==> src/hw/rtl/clsr_pkg.sv <==
// Shared constants and types for the combined LCG shuffle random generator.
`default_nettype none

package clsr_pkg;

  localparam int unsigned VAL_W = 31;

  // Generator moduli are 2^31 - fold constant.
  localparam logic [31:0] MOD_ONE = 32'd2147483563;
  localparam logic [31:0] MOD_TWO = 32'd2147483399;
  localparam logic [7:0]  FOLD_ONE = 8'd85;
  localparam logic [7:0]  FOLD_TWO = 8'd249;
  localparam logic [15:0] MUL_ONE = 16'd40014;
  localparam logic [15:0] MUL_TWO = 16'd40692;

  localparam logic [VAL_W-1:0] TOP_VALUE = 31'd2147483562;
  localparam int unsigned WARM_EXTRA = 8;
  localparam int unsigned TABLE_SIZE_DEF = 32;

  typedef enum logic {
    GEN_ONE,
    GEN_TWO
  } gen_sel_t;

  typedef struct packed {
    logic             valid;
    gen_sel_t         sel;
    logic [VAL_W-1:0] x;
  } mm_req_t;

  typedef struct packed {
    logic             valid;
    gen_sel_t         sel;
    logic [VAL_W-1:0] res;
  } mm_rsp_t;

endpackage

`default_nettype wire

==> src/hw/rtl/clsr_ram.sv <==
// Generic simple dual-port RAM with registered read.
`default_nettype none

module clsr_ram #(
  parameter int unsigned WIDTH = 31,
  parameter int unsigned DEPTH = 32
) (
  input  wire                      clk,
  input  wire                      wr_en,
  input  wire  [$clog2(DEPTH)-1:0] wr_addr,
  input  wire  [WIDTH-1:0]         wr_data,
  input  wire  [$clog2(DEPTH)-1:0] rd_addr,
  output logic [WIDTH-1:0]         rd_data
);

  logic [WIDTH-1:0] mem_r [DEPTH];

  always_ff @(posedge clk) begin
    if (wr_en) begin
      mem_r[wr_addr] <= wr_data;
    end
    rd_data <= mem_r[rd_addr];
  end

endmodule

`default_nettype wire

==> src/hw/rtl/clsr_mulmod.sv <==
// Shared modular multiply unit: x * mul mod (2^31 - c), two-stage pipeline.
`default_nettype none

module clsr_mulmod (
  input  wire               clk,
  input  wire               rst_n,
  input  clsr_pkg::mm_req_t req,
  output clsr_pkg::mm_rsp_t rsp
);

  import clsr_pkg::*;

  logic [46:0] prod_r;
  logic        v1_r;
  gen_sel_t    sel1_r;
  logic [31:0] sum_r;
  logic        v2_r;
  gen_sel_t    sel2_r;

  logic [15:0] mul;
  logic [7:0]  fold;
  logic [23:0] hi_fold;
  logic [31:0] modulus;
  logic [31:0] reduced;

  assign mul     = (req.sel == GEN_TWO) ? MUL_TWO : MUL_ONE;
  assign fold    = (sel1_r == GEN_TWO) ? FOLD_TWO : FOLD_ONE;
  // 2^31 is congruent to c, so the high part folds down by c.
  assign hi_fold = 24'(prod_r[46:31]) * 24'(fold);
  assign modulus = (sel2_r == GEN_TWO) ? MOD_TWO : MOD_ONE;
  // Folded sum stays below twice the modulus: one subtract finishes it.
  assign reduced = (sum_r >= modulus) ? (sum_r - modulus) : sum_r;

  always_ff @(posedge clk) begin
    if (!rst_n) begin
      v1_r <= 1'b0;
      v2_r <= 1'b0;
    end else begin
      v1_r <= req.valid;
      v2_r <= v1_r;
    end
    prod_r <= 47'(req.x) * 47'(mul);
    sel1_r <= req.sel;
    sum_r  <= {1'b0, prod_r[30:0]} + 32'(hi_fold);
    sel2_r <= sel1_r;
  end

  assign rsp.valid = v2_r;
  assign rsp.sel   = sel2_r;
  assign rsp.res   = reduced[VAL_W-1:0];

endmodule

`default_nettype wire

==> src/hw/rtl/combined_lcg_shuffle_rng_top.sv <==
// Combined two-generator random source with shuffle table (ran2 scheme), top level.
//
// Each request beat with request set returns one value in 1..2147483562, the
// numerator of a uniform fraction over 2147483563; a beat with request clear
// is taken and returns nothing. Both generator steps run through one shared
// two-stage modular multiplier, while the shuffle slot comes from a reciprocal
// multiply by the constant slot width. From accept to result valid at any
// TABLE_SIZE, a draw issues the first and then the second generator step,
// waits on the second generator step, then does table read, difference,
// wrap and output load. The first request after reset also seeds both
// generators from the seed register (0 counts as 1) and runs TABLE_SIZE + 8
// dependent multiplier steps to fill the table. The seed is read only at that
// first request. in_stall stays high from accept until the result is loaded
// into the output register.
`default_nettype none

module combined_lcg_shuffle_rng_top #(
  parameter int unsigned TABLE_SIZE = clsr_pkg::TABLE_SIZE_DEF
) (
  input  wire                         clk,
  input  wire                         rst_n,
  input  wire                         in_valid,
  output logic                        in_stall,
  input  wire                         in_request,
  output logic                        out_valid,
  input  wire                         out_stall,
  output logic [clsr_pkg::VAL_W-1:0]  out_value,
  input  wire                         cfg_wr_en,
  input  wire  [clsr_pkg::VAL_W-1:0]  cfg_wr_data
);

  import clsr_pkg::*;

  localparam int unsigned QB = $clog2(TABLE_SIZE);
  localparam int unsigned CW = $clog2(TABLE_SIZE + WARM_EXTRA);
  localparam longint unsigned SLOT_DIV = 1 + 64'(TOP_VALUE) / TABLE_SIZE;
  // Reciprocal with enough fraction bits that the product gives the exact quotient.
  localparam int unsigned DW = $clog2(SLOT_DIV);
  localparam int unsigned SH = VAL_W + DW;
  localparam longint unsigned RECIP = ((64'd1 << SH) + SLOT_DIV - 64'd1) / SLOT_DIV;
  localparam logic [31:0] RECIP_W = 32'(RECIP);

  typedef enum logic [3:0] {
    ST_IDLE,
    ST_SEED_ISSUE,
    ST_SEED_WAIT,
    ST_ISSUE_ONE,
    ST_ISSUE_TWO,
    ST_WAIT,
    ST_READ,
    ST_DIFF,
    ST_FIX,
    ST_OUT
  } state_t;

  state_t           state_r;
  logic [VAL_W-1:0] seed_r;
  logic [VAL_W-1:0] gen_one_r;
  logic [VAL_W-1:0] gen_two_r;
  logic [VAL_W-1:0] last_out_r;
  logic             need_seed_r;
  logic [CW-1:0]    cnt_r;
  logic             got_one_r;
  logic             got_two_r;
  logic [QB-1:0]    quo_r;
  logic [QB-1:0]    slot_r;
  logic [31:0]      diff_r;
  logic             out_valid_r;
  logic [VAL_W-1:0] out_value_r;

  mm_req_t          mm_req;
  mm_rsp_t          mm_rsp;
  logic             ram_we;
  logic [QB-1:0]    ram_waddr;
  logic [VAL_W-1:0] ram_wdata;
  logic [QB-1:0]    ram_raddr;
  logic [VAL_W-1:0] ram_rdata;

  logic [VAL_W-1:0] start_val;
  logic [62:0]      quo_prod;
  logic [QB-1:0]    slot;
  logic             diff_low;
  logic [31:0]      fixed;

  assign start_val  = (seed_r == '0) ? VAL_W'(1) : seed_r;
  assign quo_prod   = 63'(last_out_r) * 63'(RECIP_W);
  // Slot is always in range; an out-of-range quotient still wraps to 0.
  assign slot       = ({1'b0, quo_r} >= (QB + 1)'(TABLE_SIZE)) ? '0 : quo_r;
  assign diff_low   = diff_r[31] || (diff_r == '0);
  assign fixed      = diff_low ? (diff_r + {1'b0, TOP_VALUE}) : diff_r;

  always_comb begin
    mm_req.valid = 1'b0;
    mm_req.sel   = GEN_ONE;
    mm_req.x     = gen_one_r;
    ram_we       = 1'b0;
    ram_waddr    = slot_r;
    ram_wdata    = gen_one_r;
    ram_raddr    = slot;
    unique case (state_r)
      ST_SEED_ISSUE, ST_ISSUE_ONE: begin
        mm_req.valid = 1'b1;
      end
      ST_ISSUE_TWO: begin
        mm_req.valid = 1'b1;
        mm_req.sel   = GEN_TWO;
        mm_req.x     = gen_two_r;
      end
      ST_SEED_WAIT: begin
        // Last TABLE_SIZE warm-up steps fill the table from the top entry down.
        ram_we    = mm_rsp.valid && (cnt_r < CW'(TABLE_SIZE));
        ram_waddr = cnt_r[QB-1:0];
        ram_wdata = mm_rsp.res;
      end
      ST_DIFF: begin
        ram_we = 1'b1;
      end
      default: begin
      end
    endcase
  end

  always_ff @(posedge clk) begin
    if (!rst_n) begin
      state_r     <= ST_IDLE;
      seed_r      <= VAL_W'(1);
      gen_one_r   <= '0;
      gen_two_r   <= '0;
      last_out_r  <= '0;
      need_seed_r <= 1'b1;
      cnt_r       <= '0;
      got_one_r   <= 1'b0;
      got_two_r   <= 1'b0;
      out_valid_r <= 1'b0;
    end else begin
      if (cfg_wr_en) begin
        seed_r <= cfg_wr_data;
      end

      if (out_valid_r && !out_stall) begin
        out_valid_r <= 1'b0;
      end

      if (mm_rsp.valid) begin
        if (mm_rsp.sel == GEN_TWO) begin
          gen_two_r <= mm_rsp.res;
          got_two_r <= 1'b1;
        end else begin
          gen_one_r <= mm_rsp.res;
          got_one_r <= 1'b1;
        end
      end

      unique case (state_r)
        ST_IDLE: begin
          if (in_valid && in_request) begin
            if (need_seed_r) begin
              gen_one_r <= start_val;
              gen_two_r <= start_val;
              cnt_r     <= CW'(TABLE_SIZE + WARM_EXTRA - 1);
              state_r   <= ST_SEED_ISSUE;
            end else begin
              state_r <= ST_ISSUE_ONE;
            end
          end
        end
        ST_SEED_ISSUE: begin
          state_r <= ST_SEED_WAIT;
        end
        ST_SEED_WAIT: begin
          if (mm_rsp.valid) begin
            if (cnt_r == '0) begin
              last_out_r  <= mm_rsp.res;
              need_seed_r <= 1'b0;
              state_r     <= ST_ISSUE_ONE;
            end else begin
              cnt_r   <= cnt_r - CW'(1);
              state_r <= ST_SEED_ISSUE;
            end
          end
        end
        ST_ISSUE_ONE: begin
          got_one_r <= 1'b0;
          got_two_r <= 1'b0;
          quo_r     <= quo_prod[SH +: QB];
          state_r   <= ST_ISSUE_TWO;
        end
        ST_ISSUE_TWO: begin
          state_r <= ST_WAIT;
        end
        ST_WAIT: begin
          if (got_one_r && got_two_r) begin
            state_r <= ST_READ;
          end
        end
        ST_READ: begin
          slot_r  <= slot;
          state_r <= ST_DIFF;
        end
        ST_DIFF: begin
          diff_r  <= {1'b0, ram_rdata} - {1'b0, gen_two_r};
          state_r <= ST_FIX;
        end
        ST_FIX: begin
          last_out_r <= fixed[VAL_W-1:0];
          state_r    <= ST_OUT;
        end
        ST_OUT: begin
          // Hold until the output register is free.
          if (!out_valid_r || !out_stall) begin
            out_valid_r <= 1'b1;
            out_value_r <= last_out_r;
            state_r     <= ST_IDLE;
          end
        end
        default: begin
          state_r <= ST_IDLE;
        end
      endcase
    end
  end

  clsr_mulmod u_mulmod (
    .clk   (clk),
    .rst_n (rst_n),
    .req   (mm_req),
    .rsp   (mm_rsp)
  );

  clsr_ram #(
    .WIDTH (VAL_W),
    .DEPTH (TABLE_SIZE)
  ) u_table (
    .clk     (clk),
    .wr_en   (ram_we),
    .wr_addr (ram_waddr),
    .wr_data (ram_wdata),
    .rd_addr (ram_raddr),
    .rd_data (ram_rdata)
  );

  assign in_stall  = (state_r != ST_IDLE);
  assign out_valid = out_valid_r;
  assign out_value = out_value_r;

endmodule

`default_nettype wire

==> config.mk <==
export PLATFORM = sky130hd
export DESIGN_NAME = combined_lcg_shuffle_rng_top
export DESIGN_NICKNAME = d
export VERILOG_FILES = /design/src/hw/rtl/clsr_pkg.sv /design/src/hw/rtl/clsr_ram.sv /design/src/hw/rtl/clsr_mulmod.sv /design/src/hw/rtl/combined_lcg_shuffle_rng_top.sv
export SDC_FILE = /design/constraint.sdc
export NUM_CORES = 2
export LEC_CHECK = 0
export ABC_AREA = 1
export BUFFER_PORTS_ARGS = -buffer_cell sky130_fd_sc_hd__buf_2
export CAP_MARGIN = 20
export CORE_MARGIN = 3
export CORE_UTILIZATION = 45
export DETAILED_ROUTE_END_ITERATION = 7
export SYNTH_ARGS = -nofsm -noshare
export SYNTH_HDL_FRONTEND = slang
export SYNTH_SLANG_ARGS = --single-unit
==> constraint.sdc <==
create_clock -name clk -period 12.5 [get_ports clk]
set_clock_uncertainty 0.2 [all_clocks]
set_input_delay 1.25 -clock clk [delete_from_list [all_inputs] [get_ports clk]]
set_output_delay 1.25 -clock clk [all_outputs]
set_load 0.03 [all_outputs]
Word level (Yosys, flattened, before mapping)

Memories as Yosys holds them, arrays and structs flattened. A register that Yosys moved wholly into a read port is not among the register bits.
Index checks and enable logic that the tools add are counted.
W data, S select, Z words.

Register bits after elaboration: 294
Bits in writable memories: 992
Word-level logic and storage cells: 117
Memories: 1

Add/subtract/negate cells: 5
Multipliers: 3
Magnitude comparators: 2
Equal/unequal tests: 16
Muxes and demuxes: 41
Bitwise gates (word level): 2
Reduce and logical (&&, ||, !) cells: 27

Memory list:

| memory        | depth | bits a word | read ports | clocked after memory_dff | wr ports | RTL line       | source |
|---|---|---|---|---|---|---|---|
| u_table.mem_r | 32    | 31          | 1          | 1                        | 1        | clsr_ram.sv:16 | `logic [WIDTH-1:0] mem_r [DEPTH];` |

Operator list:

| cell                     | number |
|---|---|
| $mux W31                 | 16 |
| $mul A31 B32 Y62 const B | 1 |
| $pmux W31 S2             | 1 |
| $mul A31 B16 Y47         | 1 |
| $pmux W4 S10             | 1 |
| $add A31 B24 Y32         | 1 |
| $ge A32 B31 Y1           | 1 |
| $logic_not A32 Y1        | 1 |
| $mux W32                 | 1 |
| $sub A31 B31 Y32         | 1 |
| $add A31 B31 Y31 const B | 1 |
| $logic_not A31 Y1        | 1 |
| $sub A31 B31 Y31         | 1 |
| $mul A16 B8 Y24          | 1 |
| $mux W6                  | 4 |
| $eq A4 B3 Y1 const B     | 4 |
| $mux W4                  | 4 |
| $mux W8                  | 2 |
| $ne A2 B2 Y1 const B     | 6 |
| $pmux W6 S2              | 1 |
| $mux W10                 | 1 |
| $reduce_and A2 Y1        | 5 |
| $reduce_and A3 Y1        | 3 |
| $eq A4 B2 Y1 const B     | 2 |
| 21 further kinds         | 35 |

Logic depth before layout (Yosys ltp)

Depth after elaboration: 8
Mapped depth: 34
Gate-level depth less buffers: 33

By module

Synthesis repeated with hierarchy kept, for this count alone.

Cell total of the unflattened synthesis: 8,103
Area, all modules: 75,618.8 sq um

Modules (own cells, without submodules):

| module                       | instances | cells each | area an instance (sq um) | sequential area each (sq um) |
|---|---|---|---|---|
| clsr_ram                     | 1         | 3,426      | 40,680.3                 | 30,409.2 |
| clsr_mulmod                  | 1         | 2,600      | 20,115.5                 | 1,641.6 |
| combined_lcg_shuffle_rng_top | 1         | 2,077      | 14,823.0                 | 4,954.8 |

Worst setup path after synthesis

No wires, ideal clock.

Path kind: flip-flop to flip-flop
From: register state_r[1]
To: register u_mulmod.prod_r[31]
Setup time: 0.123 ns
Data arrival time: 6.343 ns
Data required time: 12.177 ns
Setup slack: 5.834 ns
Cell stages (with the launch flop): 28
Cells stage by stage: dfxtp_1 -> nor2_2 -> nand2_2 -> buf_2 -> buf_2 -> buf_2 -> nor2_1 -> nor2_1 -> inv_1 -> fa_1 -> inv_1 -> fa_1 -> inv_1 -> fa_1 -> fa_1 -> fa_1 -> inv_1 -> fa_1 -> inv_1 -> ha_1 -> nand2_1 -> a21oi_1 -> or2_2 -> a21oi_1 -> nand2_1 -> a21oi_1 -> o21bai_1 -> xor2_1

Word-level cells in the longest chain between the ends: 4

Ends and longest elaborated chain:

| what                   | RTL line                            | source |
|---|---|---|
| from (decl)            | combined_lcg_shuffle_rng_top.sv:56  | `state_t state_r;` |
| from (signal assigned) | combined_lcg_shuffle_rng_top.sv:125 | `state_r <= ST_IDLE;` |
| from (signal assigned) | combined_lcg_shuffle_rng_top.sv:161 | `state_r <= ST_SEED_ISSUE;` |
| from (signal assigned) | combined_lcg_shuffle_rng_top.sv:163 | `state_r <= ST_ISSUE_ONE;` |
| $eq A4 B3 Y1 (*)       | combined_lcg_shuffle_rng_top.sv:100 | `unique case (state_r)` |
| $mux W32 (*)           | combined_lcg_shuffle_rng_top.sv:100 |  |
| $mux W10               | clsr_mulmod.sv:26                   | `assign mul = (req.sel == GEN_TWO) ? MUL_TWO : MUL_ONE;` |
| $mul A31 B16 Y47 (*)   | clsr_mulmod.sv:42                   | `prod_r <= 47'(req.x) * 47'(mul);` |
| to (signal assigned)   | clsr_mulmod.sv:42                   |  |
| to (decl)              | clsr_mulmod.sv:13                   | `logic [46:0] prod_r;` |

Mark *: on every way between the ends. The rest lies on a longest branch, timed or not.
A chain may end at the register's enable or synchronous reset.

Worst setup path after layout

From: register state_r[1]
To: register u_mulmod.prod_r[44]

The elaborated chain is that of the path after synthesis.

==> run metrics <==
most frequent cells in the layout=1065 x edfxtp_1, 1005 x inv_1, 959 x nor2_1, 791 x nand2_1, 713 x o21ai_0; die height=410 um; total gr overflow=0; flop-to-flop setup slack=4.66 ns; Post-CTS Setup Bufs=0; DR DRC count=0; status=complete, no violations; antenna viol nets, final=0; # hold bufs at CTS=0; starting density of the core=0.456; fin cells=approximately 9600; vias in the first global route=approximately 53000; cell area after synthesis=73600 sq um; crit start category=flop; register area share after synthesis=0.503; Die W=410 um; syn_nets=8110; CP max stage delay=around 0.55 ns; Least-Margin Pin Slew=1.09 ns; Clock Tree Buf Depth=3; Routability Congestion=0.929; setup_tns=0 ns; Worst Path Required=12.97 ns; pin count of the biggest net entering global routing=between 150 and 200; H-Tree Depth=4; Synth Register Bits=1316; Post-synth EDFFs=around 1100; predominant post-synthesis flop cell=edfxtp_1; end of the critical path=u_mulmod.prod_r[44]; CTS tree=built; Vias=54542; Slowest-stage cell, CP=fa_1; initial antenna violation count=13; reg2reg start=state_r[1]; Clk Latency, worst-skew pair=0.80 ns; PostCTS Resize Cnt=0; CP startpoint=state_r[1]; worst r2r dst=u_mulmod.prod_r[44]; FMAX=around 130 MHz; Synth cell types=50; max-cap violations=0; Core ar.=161000 sq um; # port buffers=69; P&R area growth vs syn=10.8%; Final Setup Violations=0; Post-DP HPWL=163000 um; nets=8149; CP max FO=51; Hold Crit Class=reg2reg; RSZ-0062 raised after global routing=false; Fillers=between 10000 and 15000; crit path DAT=roughly 8.3 ns; Post-Place Cells=roughly 9300; Final Hold Vio Count=0; ratio of cells with drive above 1 in the final layout=0.0690; first-pass GRT wire length=351000 um; critical path capture point type=flop; number of buffers created by CTS=between 100 and 150; yosys warns=0; Post-Route WL=239000 um; GRT Total Usage=0.281; synthesized instance count=7288; Max transition margin=0.277; Core Util, Final=0.505; Die ar.=168000 sq um; Max Slew Vio Count=0; Starting DRT DRC Count=5943; most common cell after layout, fill and taps aside=edfxtp_1; Tcrit/Tclk final=0.627; Initial DRT Pass Iterations=7; Rows=147; vias per cell=5.68; critical path's most frequent cell=fa_1; min cycle time layout=7.84 ns; Reg2Reg Depth=26; I/O pins=70; Num Clock Sinks=1316; CTS clk-pin slew, worst paths=0.07 ns; clock tree root buffer cell=clkbuf_16; Synth async-reset ratio=0; Syn Area/Cell=between 10 and 15 sq um; crit path kind=reg2reg; Wirelength per Cell=24.9 um
[metrics by stage]
| step | hold WS [ns] | area [sq um] | worst slack [ns] |
|---|---|---|---|
| 2_1_floorplan | 0.172 | 73600 | 5.83 |
| 3_3_place_gp | 0.214 | 76700 | 4.82 |
| 3_5_place_dp | 0.227 | 76800 | 4.72 |
| 4_1_cts | 0.271 | 81400 | 4.73 |
| 5_1_grt | 0.294 | 81500 | 4.19 |
| 6_report | 0.266 | 81500 | 4.66 |
[routing by layer]
metal	track usage	up-vias	wire (um)
li1	-	24993	-
met1	0.390	26923	102000
met2	0.448	2194	110000
met3	0.0491	428	19100
met4	0.0911	4	8200
met5	0	-	24
[cells in the mapped netlist, types with 3 or more instances]
cell / number / area (sq um)
edfxtp_1: 1065 / 32000
inv_1: 1006 / 3780
nor2_1: 994 / 3730
nand2_1: 791 / 2970
o21ai_0: 744 / 3720
ha_1: 440 / 5510
fa_1: 345 / 6910
a21oi_1: 339 / 1700
nand3_1: 272 / 1360
dfxtp_1: 251 / 5020
clkbuf_1: 240 / 901
o221ai_1: 182 / 1590
xor2_1: 95 / 832
o22ai_1: 66 / 413
a31oi_1: 59 / 369
nand4_1: 58 / 363
xnor2_1: 40 / 350
nor3_1: 35 / 175
o21bai_1: 31 / 233
o21ai_2: 29 / 254
a32oi_1: 27 / 236
a21o_1: 21 / 158
buf_1: 21 / 78.8
buf_2: 16 / 80.1
nor4_1: 14 / 87.6
inv_2: 11 / 41.3
a21boi_0: 9 / 67.6
buf_4: 9 / 67.6
nor2_2: 8 / 50.1
o21a_1: 7 / 52.6
o21ai_1: 7 / 35.0
or2_2: 7 / 43.8
and2_1: 6 / 37.5
nand3b_1: 6 / 45.0
o211ai_1: 6 / 45.0
a22oi_1: 4 / 30.0
and3_1: 4 / 25.0
nand2_2: 4 / 25.0
buf_6: 3 / 33.8
[critical path: cells and delay by family (launching register included)]
kind,cells,cell delay [ns]
compound gates,3,0.82
xor+xnor,1,0.16
fa+ha+maj,7,3.46
buf+inv,7,1.47
flops,1,0.54
simple gates,8,1.02
[worst min path at each step]
stage                          from         endpoint  cells past startpoint
detailed placement    u_mulmod.v1_r    u_mulmod.v2_r                      2
finish                u_mulmod.v1_r    u_mulmod.v2_r                      2
global route            need_seed_r      need_seed_r                      2
CTS                     need_seed_r      need_seed_r                      2
global placement      u_mulmod.v1_r    u_mulmod.v2_r                      2
floorplan           u_mulmod.sel1_r  u_mulmod.sel2_r                      0
[sequential cells by signal, indices dropped and copies added, names as in the netlist]
signal / cells
gen_two_r: 31
last_out_r: 31
seed_r: 31
u_table.mem_r: 992
u_mulmod.sum_r: 32
u_mulmod.sel2_r: 1
u_mulmod.v1_r: 1
quo_r: 5
need_seed_r: 1
out_value: 31
u_mulmod.sel1_r: 1
slot_r: 5
state_r: 4
out_valid: 1
cnt_r: 6
u_mulmod.prod_r: 46
got_one_r: 1
gen_one_r: 31
u_table.rd_data: 31
diff_r: 32
u_mulmod.v2_r: 1
got_two_r: 1
[cells by family after synthesis]
| logic type | share of synthesized area |
|---|---|
| buffers and inverters | 0.0678 |
| AND/OR/NAND/NOR | 0.122 |
| adder cells (fa/ha/maj) | 0.169 |
| AO/OA/AOI/OAI | 0.122 |
| XOR/XNOR | 0.0165 |
| flip-flops | 0.503 |
[final cells by class]
class                   count  area (sq um)  area share
clock inverters            82           830      0.0102
flip-flops and latches   1316         37000       0.454
inverters                1019          3840      0.0471
diodes                      3          7.51   0.0000921
repair buffers            183          1380      0.0170
well taps                2160          2700      0.0331
clock buffers             183          3780      0.0464
multi-input cells        4664         32000       0.392
Power is left out: the tool's default activity adds up to more than one toggle a clock period on the data nets, which glitch-free logic cannot reach.
